File: src/hw/rtl/fyrs_pkg.sv
`default_nettype none

package fyrs_pkg;

    // Default row store depth.
    localparam int DEF_MAX_LENGTH = 16;

    // Fixed field widths.
    localparam int WORD_W = 32;
    localparam int ELEM_W = 4;
    localparam int CFG_W  = 5;

    // Row length after reset.
    localparam logic [CFG_W-1:0] ROW_LENGTH_RESET = 5'd12;

    // Depth of the step queue between the front and the back.
    localparam int QUEUE_DEPTH = 2;

    // Sequencer of the back part.
    typedef enum logic [2:0] {
        S_IDLE,
        S_DIV,
        S_RD_I,
        S_RD_J,
        S_WR_I,
        S_WR_J,
        S_EM_RD,
        S_EM_LD
    } t_back_state;

endpackage

`default_nettype wire

File: src/hw/rtl/fisher_yates_row_shuffle.sv
`default_nettype none

// Fisher-Yates row shuffle. The block builds random permutations of
// 0..L-1, where L is the row length register clamped to the range 2 to
// MAX_LENGTH. Each input item carries one random word and performs one swap
// step: for the current position i, counting down from L-1 to 1, it takes
// j = word mod (i+1) and swaps entries i and j of the row store. The item
// that performs the swap at position 1 finishes the row, and the block then
// emits L result items, one per element in row order, with last_of_row set on
// the final one; the store then returns to the identity. Every other item
// produces no result. Writing the row length drops any row in progress and
// restarts from the identity; the write must happen while the block is idle.
// A front section tags each item with its swap position and places it in a
// two-entry queue, so the input keeps accepting until the queue is full while
// the back section works. The back section finishes each step before it takes
// the next from the queue: it waits on the bit-serial remainder unit while
// that works through the dividend and hands over the result, then performs
// the swap through the single read port of the row store, reading entries i
// and j and writing them back exchanged. A finishing step then emits the row,
// each element being read from that same port before it is loaded into the
// output register. The input is stalled for one cycle after reset and after
// each row length write while the store and the swap position are restarted.
module fisher_yates_row_shuffle #(
    parameter int MAX_LENGTH = fyrs_pkg::DEF_MAX_LENGTH
) (
    input  wire logic                          i_clk,
    input  wire logic                          i_rst_n,
    input  wire logic                          i_in_valid,
    output logic                               o_in_stall,
    input  wire logic [fyrs_pkg::WORD_W-1:0]   i_random_word,
    output logic                               o_out_valid,
    input  wire logic                          i_out_stall,
    output logic      [fyrs_pkg::ELEM_W-1:0]   o_row_element,
    output logic                               o_last_of_row,
    input  wire logic                          i_cfg_valid,
    output logic                               o_cfg_ready,
    input  wire logic [fyrs_pkg::CFG_W-1:0]    i_cfg_row_length
);

    localparam int WW   = fyrs_pkg::WORD_W;
    localparam int PW   = $clog2(MAX_LENGTH);
    localparam int LW   = $clog2(MAX_LENGTH + 1);
    localparam int CW   = (LW > fyrs_pkg::CFG_W) ? LW : fyrs_pkg::CFG_W;
    localparam int QW   = WW + PW + 1;

    // Configuration register and the restart pulse, which is registered from a
    // write and set by reset, so that it comes once the new length is in place.
    logic [fyrs_pkg::CFG_W-1:0] r_row_length;
    logic                       r_restart;

    always_ff @(posedge i_clk) begin
        if (!i_rst_n) begin
            r_row_length <= fyrs_pkg::ROW_LENGTH_RESET;
            r_restart    <= 1'b1;
        end else begin
            r_restart <= i_cfg_valid;
            if (i_cfg_valid) begin
                r_row_length <= i_cfg_row_length;
            end
        end
    end

    assign o_cfg_ready = 1'b1;

    // Effective length minus one: the first swap position and the index of
    // the last emitted element.
    logic [CW-1:0] len_ext;
    logic [CW-1:0] len_eff;
    logic [PW-1:0] last_idx;

    always_comb begin
        len_ext = CW'(r_row_length);
        if (len_ext < CW'(2)) begin
            len_eff = CW'(2);
        end else if (len_ext > CW'(MAX_LENGTH)) begin
            len_eff = CW'(MAX_LENGTH);
        end else begin
            len_eff = len_ext;
        end
        last_idx = PW'(len_eff - CW'(1));
    end

    // Front section.
    logic          push;
    logic [WW-1:0] push_word;
    logic [PW-1:0] push_pos;
    logic          push_last;
    logic          q_full;

    fyrs_front #(
        .PW (PW),
        .WW (WW)
    ) u_front (
        .i_clk       (i_clk),
        .i_rst_n     (i_rst_n),
        .i_restart   (r_restart),
        .i_last_idx  (last_idx),
        .i_in_valid  (i_in_valid),
        .o_in_stall  (o_in_stall),
        .i_word      (i_random_word),
        .i_q_full    (q_full),
        .o_push      (push),
        .o_push_word (push_word),
        .o_push_pos  (push_pos),
        .o_push_last (push_last)
    );

    // Step queue.
    logic          pop;
    logic          q_empty;
    logic [QW-1:0] q_data;

    fyrs_queue #(
        .W (QW)
    ) u_queue (
        .i_clk   (i_clk),
        .i_rst_n (i_rst_n),
        .i_push  (push),
        .i_data  ({push_word, push_pos, push_last}),
        .o_full  (q_full),
        .i_pop   (pop),
        .o_empty (q_empty),
        .o_data  (q_data)
    );

    // Remainder unit.
    logic          div_start;
    logic [WW-1:0] div_word;
    logic [PW:0]   div_divisor;
    logic          div_done;
    logic [PW:0]   div_rem;

    fyrs_mod #(
        .WW (WW),
        .DW (PW + 1)
    ) u_mod (
        .i_clk     (i_clk),
        .i_rst_n   (i_rst_n),
        .i_start   (div_start),
        .i_word    (div_word),
        .i_divisor (div_divisor),
        .o_done    (div_done),
        .o_rem     (div_rem)
    );

    // Row store.
    logic          we;
    logic [PW-1:0] waddr;
    logic [PW-1:0] wdata;
    logic          re;
    logic [PW-1:0] raddr;
    logic [PW-1:0] rdata;

    fyrs_ram #(
        .WIDTH (PW),
        .DEPTH (MAX_LENGTH)
    ) u_store (
        .i_clk   (i_clk),
        .i_we    (we),
        .i_waddr (waddr),
        .i_wdata (wdata),
        .i_re    (re),
        .i_raddr (raddr),
        .o_rdata (rdata)
    );

    // Back section.
    fyrs_back #(
        .MAX_LENGTH (MAX_LENGTH),
        .PW         (PW),
        .WW         (WW)
    ) u_back (
        .i_clk         (i_clk),
        .i_rst_n       (i_rst_n),
        .i_restart     (r_restart),
        .i_last_idx    (last_idx),
        .i_q_empty     (q_empty),
        .o_pop         (pop),
        .i_q_word      (q_data[QW-1:PW+1]),
        .i_q_pos       (q_data[PW:1]),
        .i_q_last      (q_data[0]),
        .o_div_start   (div_start),
        .o_div_word    (div_word),
        .o_div_divisor (div_divisor),
        .i_div_done    (div_done),
        .i_div_rem     (div_rem),
        .o_we          (we),
        .o_waddr       (waddr),
        .o_wdata       (wdata),
        .o_re          (re),
        .o_raddr       (raddr),
        .i_rdata       (rdata),
        .o_out_valid   (o_out_valid),
        .i_out_stall   (i_out_stall),
        .o_row_element (o_row_element),
        .o_last_of_row (o_last_of_row)
    );

endmodule

`default_nettype wire

File: src/hw/rtl/fyrs_ram.sv
`default_nettype none

module fyrs_ram #(
    parameter int WIDTH = 4,
    parameter int DEPTH = 16
) (
    input  wire logic                     i_clk,
    input  wire logic                     i_we,
    input  wire logic [$clog2(DEPTH)-1:0] i_waddr,
    input  wire logic [WIDTH-1:0]         i_wdata,
    input  wire logic                     i_re,
    input  wire logic [$clog2(DEPTH)-1:0] i_raddr,
    output logic      [WIDTH-1:0]         o_rdata
);

    logic [WIDTH-1:0] r_mem [DEPTH];
    logic [WIDTH-1:0] r_rdata;

    always_ff @(posedge i_clk) begin
        if (i_we) begin
            r_mem[i_waddr] <= i_wdata;
        end
        if (i_re) begin
            r_rdata <= r_mem[i_raddr];
        end
    end

    assign o_rdata = r_rdata;

endmodule

`default_nettype wire

File: src/hw/rtl/fyrs_front.sv
`default_nettype none

// Accepts random words and tags each with its swap position and whether it
// finishes the row.
module fyrs_front #(
    parameter int PW = 4,
    parameter int WW = 32
) (
    input  wire logic          i_clk,
    input  wire logic          i_rst_n,
    input  wire logic          i_restart,
    input  wire logic [PW-1:0] i_last_idx,
    input  wire logic          i_in_valid,
    output logic               o_in_stall,
    input  wire logic [WW-1:0] i_word,
    input  wire logic          i_q_full,
    output logic               o_push,
    output logic [WW-1:0]      o_push_word,
    output logic [PW-1:0]      o_push_pos,
    output logic               o_push_last
);

    logic [PW-1:0] r_pos;
    logic          is_last;

    assign o_in_stall  = i_q_full | i_restart;
    assign o_push      = i_in_valid & ~o_in_stall;
    assign is_last     = (r_pos == PW'(1));
    assign o_push_word = i_word;
    assign o_push_pos  = r_pos;
    assign o_push_last = is_last;

    always_ff @(posedge i_clk) begin
        if (!i_rst_n) begin
            r_pos <= '0;
        end else if (i_restart) begin
            r_pos <= i_last_idx;
        end else if (o_push) begin
            r_pos <= is_last ? i_last_idx : r_pos - PW'(1);
        end
    end

endmodule

`default_nettype wire

File: src/hw/rtl/fyrs_queue.sv
`default_nettype none

// Short first-in first-out queue of tagged steps.
module fyrs_queue #(
    parameter int W = 37
) (
    input  wire logic         i_clk,
    input  wire logic         i_rst_n,
    input  wire logic         i_push,
    input  wire logic [W-1:0] i_data,
    output logic              o_full,
    input  wire logic         i_pop,
    output logic              o_empty,
    output logic [W-1:0]      o_data
);

    localparam int DEPTH = fyrs_pkg::QUEUE_DEPTH;
    localparam int AW    = $clog2(DEPTH);

    logic [W-1:0]  r_mem [DEPTH];
    logic [AW-1:0] r_wptr;
    logic [AW-1:0] r_rptr;
    logic [AW:0]   r_count;

    assign o_full  = (r_count == (AW+1)'(DEPTH));
    assign o_empty = (r_count == '0);
    assign o_data  = r_mem[r_rptr];

    always_ff @(posedge i_clk) begin
        if (i_push) begin
            r_mem[r_wptr] <= i_data;
        end
    end

    always_ff @(posedge i_clk) begin
        if (!i_rst_n) begin
            r_wptr  <= '0;
            r_rptr  <= '0;
            r_count <= '0;
        end else begin
            if (i_push) begin
                r_wptr <= r_wptr + AW'(1);
            end
            if (i_pop) begin
                r_rptr <= r_rptr + AW'(1);
            end
            if (i_push && !i_pop) begin
                r_count <= r_count + (AW+1)'(1);
            end else if (i_pop && !i_push) begin
                r_count <= r_count - (AW+1)'(1);
            end
        end
    end

endmodule

`default_nettype wire

File: src/hw/rtl/fyrs_mod.sv
`default_nettype none

// Bit-serial remainder unit: one dividend bit per cycle, restoring form.
module fyrs_mod #(
    parameter int WW = 32,
    parameter int DW = 5
) (
    input  wire logic          i_clk,
    input  wire logic          i_rst_n,
    input  wire logic          i_start,
    input  wire logic [WW-1:0] i_word,
    input  wire logic [DW-1:0] i_divisor,
    output logic               o_done,
    output logic [DW-1:0]      o_rem
);

    localparam int CNTW = $clog2(WW);
    localparam logic [CNTW-1:0] CNT_LAST = CNTW'(WW - 1);

    logic            r_busy;
    logic            r_done;
    logic [CNTW-1:0] r_cnt;
    logic [WW-1:0]   r_word;
    logic [DW-1:0]   r_div;
    logic [DW-1:0]   r_rem;
    logic [DW:0]     trial;
    logic [DW:0]     n_part;

    always_comb begin
        trial  = {r_rem, r_word[WW-1]};
        n_part = (trial >= {1'b0, r_div}) ? trial - {1'b0, r_div} : trial;
    end

    always_ff @(posedge i_clk) begin
        if (i_start) begin
            r_word <= i_word;
            r_div  <= i_divisor;
            r_rem  <= '0;
        end else if (r_busy) begin
            r_word <= {r_word[WW-2:0], 1'b0};
            r_rem  <= n_part[DW-1:0];
        end
    end

    always_ff @(posedge i_clk) begin
        if (!i_rst_n) begin
            r_busy <= 1'b0;
            r_done <= 1'b0;
            r_cnt  <= '0;
        end else begin
            r_done <= 1'b0;
            if (i_start) begin
                r_busy <= 1'b1;
                r_cnt  <= '0;
            end else if (r_busy) begin
                r_cnt <= r_cnt + CNTW'(1);
                if (r_cnt == CNT_LAST) begin
                    r_busy <= 1'b0;
                    r_done <= 1'b1;
                end
            end
        end
    end

    assign o_done = r_done;
    assign o_rem  = r_rem;

endmodule

`default_nettype wire

File: src/hw/rtl/fyrs_back.sv
`default_nettype none

// Carries out the queued steps: remainder, swap in the row store, and the
// emission of a finished row.
module fyrs_back #(
    parameter int MAX_LENGTH = 16,
    parameter int PW = 4,
    parameter int WW = 32
) (
    input  wire logic                   i_clk,
    input  wire logic                   i_rst_n,
    input  wire logic                   i_restart,
    input  wire logic [PW-1:0]          i_last_idx,
    input  wire logic                   i_q_empty,
    output logic                        o_pop,
    input  wire logic [WW-1:0]          i_q_word,
    input  wire logic [PW-1:0]          i_q_pos,
    input  wire logic                   i_q_last,
    output logic                        o_div_start,
    output logic [WW-1:0]               o_div_word,
    output logic [PW:0]                 o_div_divisor,
    input  wire logic                   i_div_done,
    input  wire logic [PW:0]            i_div_rem,
    output logic                        o_we,
    output logic [PW-1:0]               o_waddr,
    output logic [PW-1:0]               o_wdata,
    output logic                        o_re,
    output logic [PW-1:0]               o_raddr,
    input  wire logic [PW-1:0]          i_rdata,
    output logic                        o_out_valid,
    input  wire logic                   i_out_stall,
    output logic [fyrs_pkg::ELEM_W-1:0] o_row_element,
    output logic                        o_last_of_row
);

    localparam int EW = fyrs_pkg::ELEM_W;

    fyrs_pkg::t_back_state r_state, n_state;

    logic [PW-1:0]         r_pos;
    logic                  r_last;
    logic [PW-1:0]         r_j;
    logic [PW-1:0]         r_val_i;
    logic [PW-1:0]         r_raddr_q;
    logic [PW-1:0]         r_k;
    logic [MAX_LENGTH-1:0] r_vld;
    logic                  r_out_valid;
    logic [EW-1:0]         r_out_elem;
    logic                  r_out_last;

    logic [PW-1:0] rd_val;
    logic          load;
    logic          k_final;

    // Entries never written since the last restart or the end of the last emitted row read as their own index.
    assign rd_val  = r_vld[r_raddr_q] ? i_rdata : r_raddr_q;
    assign load    = ~r_out_valid | ~i_out_stall;
    assign k_final = (r_k == i_last_idx);

    assign o_div_start   = o_pop;
    assign o_div_word    = i_q_word;
    assign o_div_divisor = (PW+1)'(i_q_pos) + (PW+1)'(1);

    always_ff @(posedge i_clk) begin
        if (!i_rst_n) begin
            r_state <= fyrs_pkg::S_IDLE;
        end else begin
            r_state <= n_state;
        end
    end

    always_comb begin
        n_state = r_state;
        o_pop   = 1'b0;
        o_re    = 1'b0;
        o_raddr = r_pos;
        o_we    = 1'b0;
        o_waddr = r_pos;
        o_wdata = r_val_i;
        unique case (r_state)
            fyrs_pkg::S_IDLE: begin
                if (!i_q_empty) begin
                    o_pop   = 1'b1;
                    n_state = fyrs_pkg::S_DIV;
                end
            end
            fyrs_pkg::S_DIV: begin
                if (i_div_done) begin
                    n_state = fyrs_pkg::S_RD_I;
                end
            end
            fyrs_pkg::S_RD_I: begin
                o_re    = 1'b1;
                o_raddr = r_pos;
                n_state = fyrs_pkg::S_RD_J;
            end
            fyrs_pkg::S_RD_J: begin
                o_re    = 1'b1;
                o_raddr = r_j;
                n_state = fyrs_pkg::S_WR_I;
            end
            fyrs_pkg::S_WR_I: begin
                o_we    = 1'b1;
                o_waddr = r_pos;
                o_wdata = rd_val;
                n_state = fyrs_pkg::S_WR_J;
            end
            fyrs_pkg::S_WR_J: begin
                o_we    = 1'b1;
                o_waddr = r_j;
                o_wdata = r_val_i;
                n_state = r_last ? fyrs_pkg::S_EM_RD : fyrs_pkg::S_IDLE;
            end
            fyrs_pkg::S_EM_RD: begin
                o_re    = 1'b1;
                o_raddr = r_k;
                n_state = fyrs_pkg::S_EM_LD;
            end
            fyrs_pkg::S_EM_LD: begin
                if (load) begin
                    n_state = k_final ? fyrs_pkg::S_IDLE : fyrs_pkg::S_EM_RD;
                end
            end
            default: begin
                n_state = fyrs_pkg::S_IDLE;
            end
        endcase
    end

    // Step payload.
    always_ff @(posedge i_clk) begin
        if (o_pop) begin
            r_pos  <= i_q_pos;
            r_last <= i_q_last;
        end
        if (r_state == fyrs_pkg::S_DIV && i_div_done) begin
            r_j <= PW'(i_div_rem);
        end
        if (r_state == fyrs_pkg::S_RD_J) begin
            r_val_i <= rd_val;
        end
        if (o_re) begin
            r_raddr_q <= o_raddr;
        end
        if (r_state == fyrs_pkg::S_EM_LD && load) begin
            r_out_elem <= EW'(rd_val);
            r_out_last <= k_final;
        end
    end

    // Store valid bits, emission counter and output register.
    always_ff @(posedge i_clk) begin
        if (!i_rst_n) begin
            r_vld       <= '0;
            r_k         <= '0;
            r_out_valid <= 1'b0;
        end else begin
            if (i_restart) begin
                r_vld <= '0;
            end else if (o_we) begin
                r_vld[o_waddr] <= 1'b1;
            end else if (r_state == fyrs_pkg::S_EM_LD && load && k_final) begin
                r_vld <= '0;
            end

            if (r_state == fyrs_pkg::S_WR_J) begin
                r_k <= '0;
            end else if (r_state == fyrs_pkg::S_EM_LD && load) begin
                r_k <= r_k + PW'(1);
            end

            if (r_state == fyrs_pkg::S_EM_LD && load) begin
                r_out_valid <= 1'b1;
            end else if (!i_out_stall) begin
                r_out_valid <= 1'b0;
            end
        end
    end

    assign o_out_valid   = r_out_valid;
    assign o_row_element = r_out_elem;
    assign o_last_of_row = r_out_last;

endmodule

`default_nettype wire
File: config.mk
export PLATFORM = sky130hd
export DESIGN_NAME = fisher_yates_row_shuffle
export DESIGN_NICKNAME = d
export VERILOG_FILES = /design/src/hw/rtl/fyrs_pkg.sv /design/src/hw/rtl/fisher_yates_row_shuffle.sv /design/src/hw/rtl/fyrs_ram.sv /design/src/hw/rtl/fyrs_front.sv /design/src/hw/rtl/fyrs_queue.sv /design/src/hw/rtl/fyrs_mod.sv /design/src/hw/rtl/fyrs_back.sv
export SDC_FILE = /design/constraint.sdc
export NUM_CORES = 1
export LEC_CHECK = 0
export ABC_CLOCK_PERIOD_IN_PS = 6960
export BUFFER_PORTS_ARGS = -buffer_cell sky130_fd_sc_hd__buf_2
export CAP_MARGIN = 10
export CORE_MARGIN = 2
export CORE_UTILIZATION = 50
export CTS_CLUSTER_SIZE = 28
export DETAILED_ROUTE_END_ITERATION = 8
export PLACE_DENSITY_LB_ADDON = 0.05
export RECOVER_POWER = 50
export SLEW_MARGIN = 20
export SYNTH_ARGS = -nofsm -noshare
export SYNTH_HDL_FRONTEND = slang
export SYNTH_SLANG_ARGS = --single-unit
File: constraint.sdc
create_clock -name i_clk -period 6.96 [get_ports i_clk]
set_input_delay 0 -clock i_clk [delete_from_list [all_inputs] [get_ports i_clk]]
set_output_delay 0 -clock i_clk [all_outputs]
set_load 0.01 [all_outputs]
== Yosys cells after proc, flatten, opt, wreduce, memory -nomap -nowiden ==
Memories as Yosys holds them, arrays and structs flattened. A register that Yosys moved wholly into a read port is not among the register bits.
Index checks and enable logic that the tools add are counted.

* Flip-flop bits (word level): 109
* Memory bits (writable): 138
* Input bits: 42
* Output and inout port bits: 8
* Logic and storage cells: 128
* Memories: 2

* Add/subtract/negate cells: 10
* Order comparisons: 6
* Eq/ne operators: 15
* Multiplexer cells: 42
* Bitwise gates (word level): 9
* Reduce and logical (&&, ||, !) cells: 21

{| class="wikitable"
|+ Memory list
! name !! depth !! width !! rd ports !! clocked after Yosys merged registers in !! wr ports !! RTL line !! source
|-
| u_queue.r_mem || 2 || 37 || 1 || 1 || 1 || fyrs_queue.sv:20 || <nowiki>logic [W-1:0] r_mem [DEPTH];</nowiki>
|-
| u_store.r_mem || 16 || 4 || 1 || 1 || 1 || fyrs_ram.sv:16 || <nowiki>logic [WIDTH-1:0] r_mem [DEPTH];</nowiki>
|}

{| class="wikitable"
|+ Operator list
! operator !! number
|-
| 2-to-1 mux 32 bit || 2
|-
| 2-to-1 mux 16 bit || 2
|-
| 2-to-1 mux 4 bit || 8
|-
| one-hot mux 3 bit (8 select lines) || 1
|-
| 2-to-1 mux 1 bit || 18
|-
| OR 16 bit || 1
|-
| 2-to-1 mux 3 bit || 5
|-
| equality test 3 bit, second input constant || 4
|-
| < comparator 4 x 5 -> 1 bit, second input constant || 2
|-
| one-hot mux 4 bit (2 select lines) || 1
|-
| nonzero test 2 bit || 4
|-
| OR reduction 2 bit || 4
|-
| subtractor 4 x 1 -> 4 bit, second input constant || 2
|-
| equality test 3 x 2 -> 1 bit, second input constant || 2
|-
| greater-or-equal comparator 6 x 5 -> 1 bit || 1
|-
| logical AND 1 bit || 6
|-
| OR reduction 3 bit || 2
|-
| adder 4 x 1 -> 5 bit, second input constant || 1
|-
| adder 5 x 1 -> 5 bit, second input constant || 1
|-
| equality test 5 bit, second input constant || 1
|-
| > comparator 5 bit, second input constant || 1
|-
| < comparator 5 x 2 -> 1 bit, second input constant || 1
|-
| 2-to-1 mux 5 bit || 1
|-
| NOT 1 bit || 5
|-
| 21 further kinds || 27
|}

== Longest topological paths before layout ==
Gate-level depths: netlist of the first run.

* Depth after elaboration: 8
* Mapped depth: 11
* Depth with buffers taken out: 9

== By module ==
Synthesis of the first run repeated with hierarchy kept, for this count alone.

* Cells, all modules: 772
* Area total of the unflattened synthesis: 11215.8 µm²

{| class="wikitable"
|+ By module, submodules not included
! module !! instances !! cells an instance !! area each (µm²) !! seq. area each (µm²)
|-
| fyrs_queue || 1 || 137 || 2896.5 || 2322.2
|-
| fyrs_ram || 1 || 130 || 2706.3 || 2042.0
|-
| fyrs_back || 1 || 250 || 2537.4 || 1141.1
|-
| fyrs_mod || 1 || 152 || 2223.4 || 1351.3
|-
| fyrs_front || 1 || 73 || 563.0 || 80.1
|-
| fisher_yates_row_shuffle || 1 || 30 || 289.0 || 120.1
|}

== Worst setup path after synthesis of the first run ==
OpenSTA, ideal clock, no wires.

* Kind: flip-flop to flip-flop
* From: register u_queue.r_count[0]
* To: memory u_queue.r_mem[0][0] (enable)
* Arrival: 3249 ps
* Data required time: 6480 ps
* Path slack: 3232 ps
* Stages on the path, launching flop included: 4
* Path buffers: 0
* Period minus slack after synthesis: 3728 ps
* Cells stage by stage: dfxtp_1 inv_1 a21o_1 nor3_1

* Word-level cells in the longest chain between the ends: 6

{| class="wikitable"
|+ RTL lines
! item !! RTL line !! source
|-
| start: declaration || fyrs_queue.sv:23 || <nowiki>logic [AW:0] r_count;</nowiki>
|-
| start signal: assignment || fyrs_queue.sv:48 || <nowiki>r_count <= r_count + (AW+1)'(1);</nowiki>
|-
| start signal: assignment || fyrs_queue.sv:50 || <nowiki>r_count <= r_count - (AW+1)'(1);</nowiki>
|-
| equality test 2 bit || fyrs_queue.sv:25 || <nowiki>assign o_full = (r_count == (AW+1)'(DEPTH));</nowiki>
|-
| OR 1 bit || fyrs_front.sv:26 || <nowiki>assign o_in_stall = i_q_full | i_restart;</nowiki>
|-
| named net o_in_stall || fisher_yates_row_shuffle.sv:29 || <nowiki>output logic o_in_stall,</nowiki>
|-
| NOT 1 bit || fyrs_front.sv:27 || <nowiki>assign o_push = i_in_valid & ~o_in_stall;</nowiki>
|-
| AND 1 bit || fyrs_front.sv:27 ||
|-
| 2-to-1 mux 1 bit || fyrs_queue.sv:30 || <nowiki>if (i_push) begin</nowiki>
|-
| 2-to-1 mux 1 bit (implied by the code) || fyrs_queue.sv:31 || <nowiki>r_mem[r_wptr] <= i_data;</nowiki>
|-
| end: declaration || fyrs_queue.sv:20 ||
|}

The timed path passes the listed nets, and every way through them passes these cells.

== Worst setup path after layout of the first run ==
* From: register u_back.r_state[2]
* To: register u_store.r_rdata[0], in the netlist u_store.o_rdata[0], read port of u_store.r_mem (data pin)

* Word-level cells in the longest chain between the ends: 3

{| class="wikitable"
|+ RTL lines
! item !! RTL line !! source
|-
| start: declaration || fyrs_back.sv:38 || <nowiki>fyrs_pkg::t_back_state r_state, n_state;</nowiki>
|-
| start signal: assignment || fyrs_back.sv:66 || <nowiki>r_state <= fyrs_pkg::S_IDLE;</nowiki>
|-
| start signal: assignment || fyrs_back.sv:68 || <nowiki>r_state <= n_state;</nowiki>
|-
| equality test 3 x 2 -> 1 bit / equality test 3 bit (equally long branches) || fyrs_back.sv:80 || <nowiki>unique case (r_state)</nowiki>
|-
| OR reduction 3 bit (no line) || - ||
|-
| 2-to-1 mux 1 bit || fyrs_back.sv:80 ||
|-
| end: declaration || fyrs_ram.sv:17 || <nowiki>logic [WIDTH-1:0] r_rdata;</nowiki>
|}

Several ways; a longest one is shown, not always the timed one.
A chain may end at the register's enable or synchronous reset.

==> flow_summary.ini, run 1 <==
[status]
status = finished, violations left
failed_checks = max-capacitance violations, max-slew violations

[cells_and_area]
drive_above_1_share_pct = 9.18
nets = 918
postLayoutCoreUtil_pct = 59.5
area_delta_synth_final_pct = 15.9
final_cells = 1152
n_antenna_cell = 0
final_area_um2 = 12200

[logic_synthesis]
syn_inst = 762
synth_fa_ha_area_share_pct = 1.74
synth.distinct_cells = 62
synth_top_family_by_area = multiplexers
synthArstFlopShare_pct = 0
yosysMostFrequentCell = edfxtp_1
synthSimpleGateAreaFrac_pct = 8.93
synth_xor_area_share_pct = 1.63
yosysTopAreaCellShare_pct = 57.5
synthTopCellsByArea = edfxtp_1, dfxtp_1, mux2i_1, nor2_1, o21ai_0
ys_ff_latch = 252
synth_nets = 818
synth_area_um2 = 10500
synth_seq_area_share_pct = 67.3
synth_warnings = 0
synth_enable_flop_cells = 201
post-synth-top-area-cell = edfxtp_1
avgSynthCellArea_um2 = 13.8
synth_common_cells = edfxtp_1, mux2i_1, nor2_1
synth.area.mux_share_pct = 10.1
synth_ff_type = edfxtp_1
synth_compound_area_share_pct = 7.37

[clock_network]
h-tree-depth = 1
clk_pin_slew_worst_paths_ns = 0.06
clk_path_buf_depth = 3
clk_latency_ns = 0.54
cts_tree = yes
clockRootBuffer = clkbuf_16
clock-sinks = 252
cts_buffers = 26

[setup_path]
path_buf_inv = 1
cp.required_ns = 7.24
crit_start = u_back.r_state[2]
critical_path_class = register to register
max_stage_delay_ns = 1.70
reg2reg_to = u_store.o_rdata[0]
crit_slowest_cell = clkbuf_1
r2r_cells = 7
crit_chain = nor2b_1 > o21ai_1 > o311ai_4 > clkbuf_1 > mux2i_1 > a22oi_1 > and4_1
rrSetupSlack_ns = 2.94
path_delay_family = buffers and inverters
end_kind = register
worst-path-stages = 7
critPathCapture = u_store.o_rdata[0]
r2r-start = u_back.r_state[2]
start_kind = register
path_max_fanout = 33
arrival_ns = 4.30

[global_route]
grt_pass1_vias = 6443
grt_util_all_layers_pct = 19.4
grt-ovfl-total = 0
grt_max_degree = 74
antenna_found_initial = 0
grt_pass1_wl_um = 33600

[sta]
drv_slew = 111
fin_skew_ns = 0.0114
tightest_slew_ns = 2.35
slew_headroom_pct = -56.4
setup_viol = 0
min_period_ns = 4.02
timing.fmax_ghz = 0.249
finalHoldViolCount = 0
tns_ns = 0
rsz0062_at_grt = no
fin_crit_sh_pct = 57.8

[drt]
vias = 6239
drt_pass1_iterations = 5
viasPerCell = 5.42
drtAntennaViolNets = 0
initialDrtViolationCount = 467
route.detailed.drc = 0
post_drt_wl_per_cell_um = 18.0
wirelength_um = 20700

[placed_design]
dpl-instance-area_um2 = 10900
place_inst = 1051
portBuffers = 48
finalWeightedCongestion = 0.823
dp_hpwl_um = 13800

[power_and_ir_drop]
ir_drop_mv = 0.232
leakage_nw = 4.32
powerDensity_nw_per_um2 = 342

[min_path]
hold_start = i_in_valid
whs_path_depth = 6
hold_class = input pin to register

[floorplanning]
die_w_um = 149
core-area_um2 = 20400
start_util_pct = 51.3
ioPinCount = 50
dieArea_um2 = 22200
fp.dieH_um = 149
rows = 52

[flow_run]
drv_cap = 3
-- cells by family after synthesis --
group           after synthesis
other cells                   1
buf+inv                      66
compound gates              115
xor+xnor                     18
mux                          99
simple gates                197
flops                       252
fa+ha+maj                    14
-- how the worst min path moves through the flow --
stage | to | slack, ns
after global placement | u_queue.r_mem[1][31] | 0.19
after global routing | u_queue.r_mem[0][35] | 0.18
after CTS | u_queue.r_mem[0][31] | 0.15
after detailed placement | u_queue.r_mem[0][31] | 0.19
final | u_front.o_push_pos[2] | 0.17
after floorplan | r_restart | 0.07
-- state kept, by name (all words and copies together), names as in the netlist, 5 cells and up, named ones only --
| register | flops |
|---|---|
| u_mod.r_cnt | 5 |
| u_mod.r_word | 32 |
| u_mod.r_div | 5 |
| u_back.r_vld | 16 |
| u_queue.r_mem | 74 |
| len_ext | 5 |
| u_mod.o_rem | 5 |
| u_store.r_mem | 64 |
-- repair_timing --
| action | CTS | global route |
|---|---|---|
| hold endpoints to repair | 87 | 0 |
| resized for setup | 0 | 0 |
| buffers inserted | 0 | 0 |
| hold buffers | 53 | 0 |
-- final cells by class --
class                           count  area, µm²
Multi-Input combinational cell    444       3080
Fill cell                        1625       8270
Clock inverter                     10       60.1
Timing Repair Buffer              107        769
Clock buffer                       38        736
Tap cell                          270        338
Inverter                           31        116
Sequential cell                   252       7060
-- worst reg2reg max path: stages (launching register included) --
cell	delay, ns
dfxtp_1	0.87
nor2b_1	0.22
o21ai_1	0.10
o311ai_4	0.13
clkbuf_1	1.70
mux2i_1	0.42
a22oi_1	0.12
and4_1	0.22
-- metal layers --
layer  vias up  share of wire [%]  global-route usage (%)
met2       119                 50                    33.6
met5         -                  0                       0
met4         0                3.1                    6.48
li1       3020                  -                       -
met1      3056                 44                    25.2
met3        44                3.2                    3.09
-- where the power goes --
group	leakage, nW	internal (mW)	switching (mW)	total (mW)
Clock	0.390	0.732	0.552	1.28
Sequential	2.26	1.90	0.117	2.01
Combinational	1.67	0.365	0.501	0.866
-- cell usage in the layout, fill, tap and decap left out, types with 4 or more instances in the layout --
cell type and count:
nand2b_1 4, ha_1 13, xnor2_1 8, clkbuf_8 4, and2_0 5, a21oi_1 15
nand4_1 4, nor3b_1 9, edfxtp_1 201, dlygate4sd3_1 53, mux2_2 8, nand2_1 52
nor2b_1 12, o21ai_1 6, and3_1 4, buf_2 17, clkbuf_1 39, mux4_2 4
dfxtp_1 51, a22oi_1 16, o21ai_0 44, xor2_1 9, inv_1 28, and4_1 4
clkinv_2 5, mux2_1 4, clkbuf_16 26, a32oi_1 4, nor2_1 72, mux2i_1 83
nor3_1 18, a31oi_1 5
-- metrics by stage --
step | setup WS (ns) | power (mW) | hold slack [ns]
2_1_floorplan | 3.23 | 2.69 | 0.0737
5_1_grt | 2.61 | 4.40 | 0.182
4_1_cts | 4.17 | 4.21 | 0.153
3_3_place_gp | 4.29 | 2.87 | 0.188
3_5_place_dp | 4.19 | 2.90 | 0.191
6_report | 2.94 | 4.16 | 0.165
(Power assumes the default switching activity.)
==> run 2: changes to the inputs <==
--- a/config.mk
+++ b/config.mk
@@ -5,7 +5,7 @@
 export SDC_FILE = /design/constraint.sdc
 export NUM_CORES = 1
 export LEC_CHECK = 0
-export ABC_CLOCK_PERIOD_IN_PS = 6960
+export ABC_CLOCK_PERIOD_IN_PS = 3830
 export BUFFER_PORTS_ARGS = -buffer_cell sky130_fd_sc_hd__buf_2
 export CAP_MARGIN = 10
 export CORE_MARGIN = 2
==> constraint.sdc (replaced) <==
create_clock -name i_clk -period 3.83 [get_ports i_clk]
set_input_delay 0 -clock i_clk [delete_from_list [all_inputs] [get_ports i_clk]]
set_output_delay 0 -clock i_clk [all_outputs]
set_load 0.01 [all_outputs]
==> run 2 against run 1 <==
  * The run still ends with max-capacitance violations, max-slew violations left
  * Largest power group unchanged
  * Critical endpoint is now u_mod.r_word[28]
  * Count of clock-buffer cells in the layout up 3
  * Die area unchanged
  * Worst setup slack worse by 2.1 ns
  * Core utilization up 0.50 points
  * Fmax up 35%
  * Design area up 0.84%
  * Sequential power up 82%
  * Sequential cell count unchanged
==> flow_summary.ini, run 2 (synthesis gave the netlist of run 1 again) <==
[status]
status = finished, violations left
failed_checks = max-capacitance violations, max-slew violations

[cells_and_area]
largest_registers = u_queue.r_mem x74, u_store.r_mem x64, u_mod.r_word x32
multiInputGateArea_um2 = 3080
final_common_cell = edfxtp_1
largest_register_ffs = 74
area_delta_synth_final_pct = 16.9
final_cell_mix = edfxtp_1, mux2i_1, nor2_1
largest_register = u_queue.r_mem
final_cells = 1154
drive_above_1_share_pct = 9.50
nets = 919
seqCellArea_um2 = 7060
n_fill_cell = 1623
n_antenna_cell = 0

[sta]
finalHoldViolCount = 0
min_period_ns = 2.98
drv_slew = 39
tns_ns = 0
setup_viol = 0
slew_headroom_pct = -52.1
tightest_slew_ns = 2.28
timing.fmax_ghz = 0.336
rsz0062_at_grt = no
fin_skew_ns = 0.0105
fin_crit_sh_pct = 77.7

[setup_path]
rrSetupSlack_ns = 0.85
arrival_ns = 3.16
start_kind = register
path_max_fanout = 33
r2r_cells = 4
critical_path_class = register to register
end_kind = register
reg2reg_to = u_mod.r_word[28]
cp.required_ns = 4.02
r2r-start = u_back.r_state[2]

[floorplanning]
core-area_um2 = 20400
start_util_pct = 51.3
ioPinCount = 50
rows = 52
die_w_um = 149
fp.dieH_um = 149
dieArea_um2 = 22200

[global_route]
grt_pass1_wl_um = 33300
grt_util_all_layers_pct = 19.3
antenna_found_initial = 0
grt-ovfl-total = 0
grt_max_degree = 39
grt_pass1_vias = 6285

[drt]
post_drt_wl_per_cell_um = 17.9
wl_met1_um = 9090
met3_length_um = 912
viasPerCell = 5.38
route.detailed.drc = 0
drt_pass1_iterations = 5
drtAntennaViolNets = 0
met2WireLength_um = 10000
top_layer = met4
wirelength_um = 20700
initialDrtViolationCount = 399
vias = 6205

[clock_network]
cts_tree = yes
clk_pin_slew_worst_paths_ns = 0.06
clockRootBuffer = clkbuf_16
h-tree-depth = 1
clk_path_buf_depth = 3
clock-sinks = 252
clk_latency_ns = 0.54
cts_buffers = 27
postCtsSetupRepairBufs = 0

[placed_design]
place_inst = 1052
finalWeightedCongestion = 0.830
portBuffers = 48
dp_hpwl_um = 13800

[min_path]
whs_path_depth = 5
hold_start = i_in_valid
hold_path_end = u_queue.r_wptr
hold_class = input pin to register

[power_and_ir_drop]
leakage_nw = 4.37
ir_drop_mv = 0.546
powerDensity_nw_per_um2 = 636

[flow_run]
drv_cap = 1
[run 2: cell types whose count changed in the layout (fill, tap and decap cells not counted), moves of 2 or more]
cell | previous run | this run
clkbuf_8 | 4 | 7
and2_0 | 5 | 3
and2_1 | 1 | 3
clkbuf_16 | 26 | 28
clkbuf_2 | 3 | 1
clkinv_2 | 5 | 3
[run 2: worst max path at each step]
| stage | from | to | depth (start not counted) |
|---|---|---|---|
| global placement | u_back.r_state[1] | u_store.o_rdata[0] | 7 |
| floorplan | u_queue.r_count[0] | u_queue.r_mem[0][0] | 3 |
| CTS | u_back.r_state[2] | u_store.o_rdata[0] | 7 |
| detailed placement | u_back.r_state[2] | u_store.o_rdata[0] | 7 |
| finish | u_back.r_state[2] | u_mod.r_word[28] | 4 |
| global route | u_back.r_state[2] | u_mod.r_word[0] | 4 |
[run 2: report_power, final]
| part | switching, mW | total [mW] | internal, mW |
|---|---|---|---|
| logic | 0.920 | 1.57 | 0.647 |
| clock network | 1.02 | 2.57 | 1.55 |
| registers | 0.212 | 3.66 | 3.45 |
[run 2: worst max-delay path, cell delays in order (launching register included)]
cell	delay (ns)
dfxtp_1	0.57
or4_2	0.88
clkbuf_1	0.53
nand2b_1	0.22
buf_4	0.40
[run 2: final cells by class]
cell class              instances  share of cell area [%]
clock buffers                  41                    6.69
well taps                     270                    2.76
multi-input cells             444                    25.1
inverters                      31                   0.949
clock inverters                 9                   0.715
flip-flops and latches        252                    57.6
repair buffers                107                    6.21
[run 2: repair_timing]
action                     CTS  global route
hold buffers                52             0
hold endpoints to repair    88             0
setup endpoints to repair    0             0
gates resized for setup      0             0
[run 2: metrics by stage]
stage	worst slack [ns]	total power [mW]	hold WS, ns	util, %	cell area, µm²
floorplan	0.102	4.89	0.0737	-	10500
global placement	1.14	5.23	0.187	53.5	10900
detailed placement	1.08	5.29	0.191	53.5	10900
CTS	1.06	7.91	0.00606	60.5	12400
global route	0.601	8.23	0.0422	60.0	12300
finish	0.855	7.79	0.0189	60.0	12300
[run 2: routing by layer]
| metal | global-route usage [%] | vias up |
|---|---|---|
| met5 | 0 | - |
| met1 | 25.7 | 2981 |
| met3 | 3.30 | 42 |
| met2 | 32.2 | 161 |
| li1 | - | 3021 |
| met4 | 6.90 | 0 |
